--- config.mk ---
export PLATFORM = sky130hd
export DESIGN_NAME = plm_cell
export DESIGN_NICKNAME = d
export VERILOG_FILES = /design/src/positional_list_insert_delete_core_defines.svh /design/src/plm_pkg.sv /design/src/plm_cell.sv
export SDC_FILE = /design/constraint.sdc
export NUM_CORES = 1
export LEC_CHECK = 0
export BUFFER_PORTS_ARGS = -buffer_cell sky130_fd_sc_hd__buf_2
export CORE_ASPECT_RATIO = 2
export CORE_MARGIN = 3
export CORE_UTILIZATION = 35
export CTS_CLUSTER_SIZE = 25
export DETAILED_ROUTE_END_ITERATION = 8
export PLACE_DENSITY_LB_ADDON = 0.25
export SLEW_MARGIN = 15
export SYNTH_ARGS = -nofsm -noshare
export SYNTH_HDL_FRONTEND = slang
export SYNTH_SLANG_ARGS = --single-unit
--- constraint.sdc ---
create_clock -name i_clk -period 2.9 [get_ports i_clk]
set_input_delay 0.145 -clock i_clk [delete_from_list [all_inputs] [get_ports i_clk]]
set_output_delay 0.145 -clock i_clk [all_outputs]
set_load 0.1 [all_outputs]
--- src/positional_list_insert_delete_core_defines.svh ---
// ----------------------------------------------------------------------------
// Positional list core assertion macros
// Clocked property checks with and without a reset disable.
// ----------------------------------------------------------------------------
`ifndef POSITIONAL_LIST_INSERT_DELETE_CORE_DEFINES_SVH
`define POSITIONAL_LIST_INSERT_DELETE_CORE_DEFINES_SVH

`ifndef SYNTHESIS

// Checks prop at every rising edge of clk while rst_n is high.
`define PLM_ASSERT(lbl, clk, rst_n, prop, msg) \
    lbl: assert property (@(posedge clk) disable iff (!rst_n) prop) else $error(msg);

// Checks prop at every rising edge of clk, reset included.
`define PLM_ASSERT_ALWAYS(lbl, clk, prop, msg) \
    lbl: assert property (@(posedge clk) prop) else $error(msg);

`else

`define PLM_ASSERT(lbl, clk, rst_n, prop, msg)
`define PLM_ASSERT_ALWAYS(lbl, clk, prop, msg)

`endif

`endif

--- src/plm_pkg.sv ---
// ----------------------------------------------------------------------------
// Positional list package
// Sizes, action and status codes, and beat types shared by the list core.
// ----------------------------------------------------------------------------
`timescale 1ns / 1ps

package plm_pkg;

    localparam int LIST_DEPTH = 64;
    localparam int ITEM_WIDTH = 32;
    localparam int IDX_W      = $clog2(LIST_DEPTH);
    localparam int CNT_W      = $clog2(LIST_DEPTH + 1);
    localparam int GROUP      = 8;
    localparam int NGROUP     = LIST_DEPTH / GROUP;

    localparam logic [1:0] ACT_INSERT = 2'd0;
    localparam logic [1:0] ACT_DELETE = 2'd1;
    localparam logic [1:0] ACT_PEEK   = 2'd2;
    localparam logic [1:0] ACT_CLEAR  = 2'd3;

    localparam logic [1:0] ST_OK    = 2'd0;
    localparam logic [1:0] ST_FULL  = 2'd1;
    localparam logic [1:0] ST_RANGE = 2'd2;

    typedef logic [ITEM_WIDTH-1:0] t_item;

    typedef struct packed {
        logic [1:0]  action;
        logic [5:0]  position;
        logic [31:0] item_data;
    } t_in_beat;

    typedef struct packed {
        logic [31:0] item_out;
        logic [1:0]  status;
        logic [6:0]  entry_count;
        logic        is_full;
        logic        is_empty;
    } t_out_beat;

    // Control broadcast to every cell of the chain.
    typedef struct packed {
        logic             shift_up;
        logic             shift_down;
        logic             read_en;
        logic [IDX_W-1:0] pos;
        t_item            data;
    } t_cell_ctrl;

endpackage

--- src/plm_cell.sv ---
// ----------------------------------------------------------------------------
// Positional list cell
// Holds one list entry and shifts it from or to its neighbors.
// ----------------------------------------------------------------------------
`timescale 1ns / 1ps

module plm_cell
    import plm_pkg::*;
(
    input  logic             i_clk,
    input  logic [IDX_W-1:0] i_index,
    input  t_cell_ctrl       i_ctrl,
    input  t_item            i_left,
    input  t_item            i_right,
    output t_item            o_value,
    output t_item            o_tap
);

    t_item r_value;
    t_item n_value;

    always_comb begin
        n_value = r_value;
        if (i_ctrl.shift_up) begin
            if (i_index > i_ctrl.pos) begin
                n_value = i_left;
            end else if (i_index == i_ctrl.pos) begin
                n_value = i_ctrl.data;
            end
        end else if (i_ctrl.shift_down) begin
            // Cells past the new end take stale data; they are never read.
            if (i_index >= i_ctrl.pos) begin
                n_value = i_right;
            end
        end
    end

    always_ff @(posedge i_clk) begin
        r_value <= n_value;
    end

    assign o_value = r_value;
    assign o_tap   = (i_ctrl.read_en && (i_index == i_ctrl.pos)) ? r_value : '0;

endmodule

Yosys cells after proc, flatten, opt, wreduce, memory -nomap -nowiden
Cells that the tools add are included.
{ "totals": {"out_inout_bits": 64, "word_cells": 15, "inputBits": 112, "reg_bits": 32} }
{ "op_classes": {"order_cmp": 2, "muxes": 6, "n_eq_ne": 2, "n_reduce_logical": 4} }
{ "ops": {"columns": ["cell", "n"], "rows": [
  ["32-bit two-way mux", 6],
  ["6-bit equality test", 1],
  ["6-bit greater-or-equal comparator", 1],
  ["6-bit greater-than comparator", 1],
  ["2-bit nonzero test", 2],
  ["3-bit by 1-bit inequality test with 1-bit output (second input constant)", 1],
  ["3-bit AND reduction", 1],
  ["1-bit logical AND", 1]
]} }

Logic depth before layout (Yosys ltp)
{ "logic_depth": {"depth_word": 4, "depth_mapped": 9, "mapped_depth_nobuf": 6} }

Worst setup path before layout
OpenSTA, ideal clock, no wires.
{ "synth_timing": {"kind": "input-to-reg", "from": "input i_ctrl[37] (netlist bit)", "to": "register r_value[0], in the netlist o_value[0] (enable)", "t_arrival_ps": 2033, "required_time_ps": 2509, "stages": 7, "slack_ps": 476, "path_buffers": 2, "path_cell_list": "inv_1 -> ha_1 -> and4_4 -> and3_4 -> buf_6 -> clkbuf_1 -> o22a_1"} }
{ "synth_between": {"elab_chain_cells": 3, "elab_cells_between_ends": 6} }
{ "synth_rtl": {"columns": ["element", "line", "rtl"], "rows": [
  ["start, declared", "plm_cell.sv:12", "input t_cell_ctrl i_ctrl,"],
  ["6-bit greater-than comparator, or another cell as far along", "plm_cell.sv:25", "if (i_index > i_ctrl.pos) begin"],
  ["3-bit by 1-bit inequality test with 1-bit output (no source line) / 2-bit nonzero test (equally long branches)", null, null],
  ["3-bit AND reduction (no source line) (*)", null, null],
  ["end signal, assigned", "plm_cell.sv:39", "r_value <= n_value;"],
  ["end, declared", "plm_cell.sv:19", "t_item r_value;"]
]} }
Every way passes the cells marked *; elsewhere a longest branch is shown, timed or not.
A chain may end at the register's enable or synchronous reset.

Worst setup path in the final report
{ "layout_timing": {"from": "input i_index[5]", "to": "output o_tap[9]"} }
{ "layout_between": {"elab_chain_cells": 3} }
{ "layout_rtl": {"columns": ["element", "line", "rtl"], "rows": [
  ["start, declared", "plm_cell.sv:11", "input logic [IDX_W-1:0] i_index,"],
  ["6-bit equality test", "plm_cell.sv:43", "assign o_tap = (i_ctrl.read_en && (i_index == i_ctrl.pos)) ? r_value : '0;"],
  ["1-bit logical AND", "plm_cell.sv:43", null],
  ["32-bit two-way mux", "plm_cell.sv:43", null],
  ["end, declared", "plm_cell.sv:16", "output t_item o_tap"]
]} }
No other way between the ends.

==> key figures <==
Finish
  – Antenna diodes: 0
  – Proportion of layout cells with a drive suffix above 1: 0.417
  – Synth-to-Final Area Change: 37.2%
  – Area of the multi-input gates: 0.00156 sq mm
  – Final Instance Area: 0.00379 sq mm
  – Number of flip-flops under the largest register name: 32
  – FF/Latch Area: 961 sq um
  – Fillers: slightly below 800
  – Nets@finish: a little under 600
  – Final instance count without filler cells: about 560
  – Final Util: 0.495

Route
  – # DRC: 0
  – Total wire length: 9.05 mm
  – DR iter-0 viols: 142
  – Vias: approximately 3,100
  – Uppermost routed layer: met4
  – ANT nets after route: 0
  – DRT Pass-1 Iters: 6
  – Metal3 WL: 553 um
  – DR WL/cell: 16.0 um
  – Wire length on met2: approximately 5 mm
  – Post-Route M1 WL: 3.38 mm
  – Post-DR vias/cell: ~5.5

STA
  – Actual slew at the worst max-slew pin: about 0.63 ns
  – Worst slew margin: 0.580
  – Final setup fails: 0
  – Fin crit share: 0.793
  – F_max: between 400 and 500 MHz
  – TNS Setup: 0 ns
  – Hold Vio Cnt, Final: 0
  – RSZ-0062 raised after global routing: no
  – Minimum clock period: around 2.3 ns
  – Final Max Tran Viols: 0

Worst setup path
  – Worst EP arrival: between 2 and 2.5 ns
  – Critical path data required time: approximately 2.8 ns
  – Worst-path fanout max: 65
  – Crit path kind: in2out
  – Worst setup EP type: output port
  – Crit path from: i_index[5]
  – CP Capture Point: o_tap[9]
  – Type of origin of the critical path: input port

Placed design
  – DP Area: roughly 0.0036 sq mm
  – Dpl hpwl: approximately 6.3 mm
  – Placed Cells: around 560
  – Port bufs: about 180
  – GPL Wtd Cong: ~0.78

Synth
  – Cell taking the most area after synthesis: edfxtp_1
  – Syn_nets: ~440
  – Post-Syn Instances: 317
  – Ys async rst share: 0
  – Sequential fraction of the synthesis area: 0.348
  – Top-count cell post-synth: nand2_1
  – Top post-synthesis cells by count: nand2_1, nor2b_1
  – Syn Area/Cell: 8.71 sq um
  – Post-Syn Area: about 0.0028 sq mm
  – Yosys cell types: 20
  – Synth Warn #: 0
  – Synthesis-stage register bit count: 32
  – Top cells by area, synth: edfxtp_1, a311o_1, nand2_1
  – Number of synthesized flops with an enable pin: 32
  – Main synth FF type: edfxtp_1
  – Yosys top cell area share: 0.348

Die
  – # rows: 45
  – DIE AREA: 0.00905 sq mm
  – Core area: 0.00766 sq mm
  – Initial core utilization: 0.360
  – Die width: between 60 and 70 um
  – DIE HEIGHT: 132 um
  – I/O pin total: around 180

Global routing
  – Grt total ovfl: 0
  – Initial antenna violation count: 0
  – First-pass GRT wire length: about 14 mm
  – GR Util All Layers: 0.197
  – Largest net degree at the start of global routing: 69
  – Vias in the first global route: ~2,900

Power
  – Internal: about 1200 uW
  – Switching Share: 0.455
  – Peak supply drop: ~0.00027 V
  – Sequential Power Share: 0.292
  – Pwr Total: 2230 uW
  – Clock share of power: 0.263
  – Power per cell area: between 500 and 600 mW/mm^2
  – Switching power: a little over 1000 uW
  – Leakage: between 0.0015 and 0.002 uW
  – Combinational share of power: 0.445

Clock tree
  – CTS tree: done
  – Post-CTS sizing: 0
  – Worst-path clk slew: about 0.050 ns
  – Root Driver: clkbuf_16
  – CTS max path bufs: 2
  – Hold buffer count at cts: 0
  – Num CTS Buffers: 5
  – # Post-CTS Setup Buffers: 0
  – Htree depth: 2
  – Sink Count: 32

Job
  – Max cap viols: 0

Min path
  – Hold/Removal Path Class: in2reg

Status
  – Status: completed
==> critical path: stages <==
cell and delay, ns:
buf_2 0.10, ha_1 0.36, and4_4 0.25, and3_4 0.59
and3_1 0.25, buf_2 0.42
==> cells in the final DEF, fill, tap and decap left out <==
master	synthesis	routed
a21o_1	1	1
a21oi_4	0	1
a311o_1	32	32
a31oi_1	32	32
and3_1	32	32
and3_4	1	1
and4_4	1	1
buf_12	1	1
buf_2	7	174
buf_4	0	10
bufinv_16	0	1
clkbuf_1	25	1
clkbuf_16	0	5
clkinv_2	0	1
edfxtp_1	32	32
ha_1	6	6
inv_1	6	6
nand2_1	64	64
nand3_1	2	2
nor2b_1	33	33
o211ai_1	32	32
o21ai_2	1	1
o22a_1	1	1
==> power by group through the flow <==
stage                     Sequential, uW  Clock [uW]  Combinational (uW)
final                                651         587                 994
after CTS                            652         604                 999
after global placement               657           0                 990
after global routing                 659         628                1040
after detailed placement             660           0                 999
after floorplan                     1210           0                 230
==> metal layers <==
layer,GRT usage,vias up
li1,-,1514
met3,0.0205,13
met4,0.0706,0
met5,0,-
met1,0.219,1455
met2,0.362,122
==> metrics by stage <==
step / worst slack (ns) / hold slack, ns
2_1_floorplan: 0.476 / 0.391
3_3_place_gp: 0.650 / 0.495
4_1_cts: 0.622 / 0.215
6_report: 0.600 / 0.220
5_1_grt: 0.495 / 0.228
3_5_place_dp: 0.604 / 0.502
==> kinds of logic after synthesis <==
| family | synth area share |
|---|---|
| AO/OA/AOI/OAI | 0.288 |
| buffers and inverters | 0.0907 |
| adder cells (fa/ha/maj) | 0.0272 |
| flip-flops | 0.348 |
| AND/OR/NAND/NOR | 0.246 |
==> how the worst min path moves through the flow <==
stage	startpoint	endpoint	depth (start not counted)	slack (ns)
3_5_place_dp	i_ctrl[6]	o_value[6]$_DFFE_PP_	3	0.50
6_report	i_ctrl[6]	o_value[6]$_DFFE_PP_	3	0.22
5_1_grt	i_ctrl[6]	o_value[6]$_DFFE_PP_	3	0.23
2_1_floorplan	i_ctrl[0]	o_value[0]$_DFFE_PP_	2	0.39
4_1_cts	i_ctrl[13]	o_value[13]$_DFFE_PP_	3	0.22
3_3_place_gp	i_ctrl[10]	o_value[10]$_DFFE_PP_	3	0.49
==> area by class of cell <==
class                           instances  area share
Multi-Input combinational cell        239       0.411
Timing Repair Buffer                  185       0.255
Sequential cell                        32       0.254
Clock buffer                            6      0.0340
Tap cell                               94      0.0311
Clock inverter                          2     0.00925
Inverter                                6     0.00595
No activity file was read; power rests on OpenSTA's default activity.
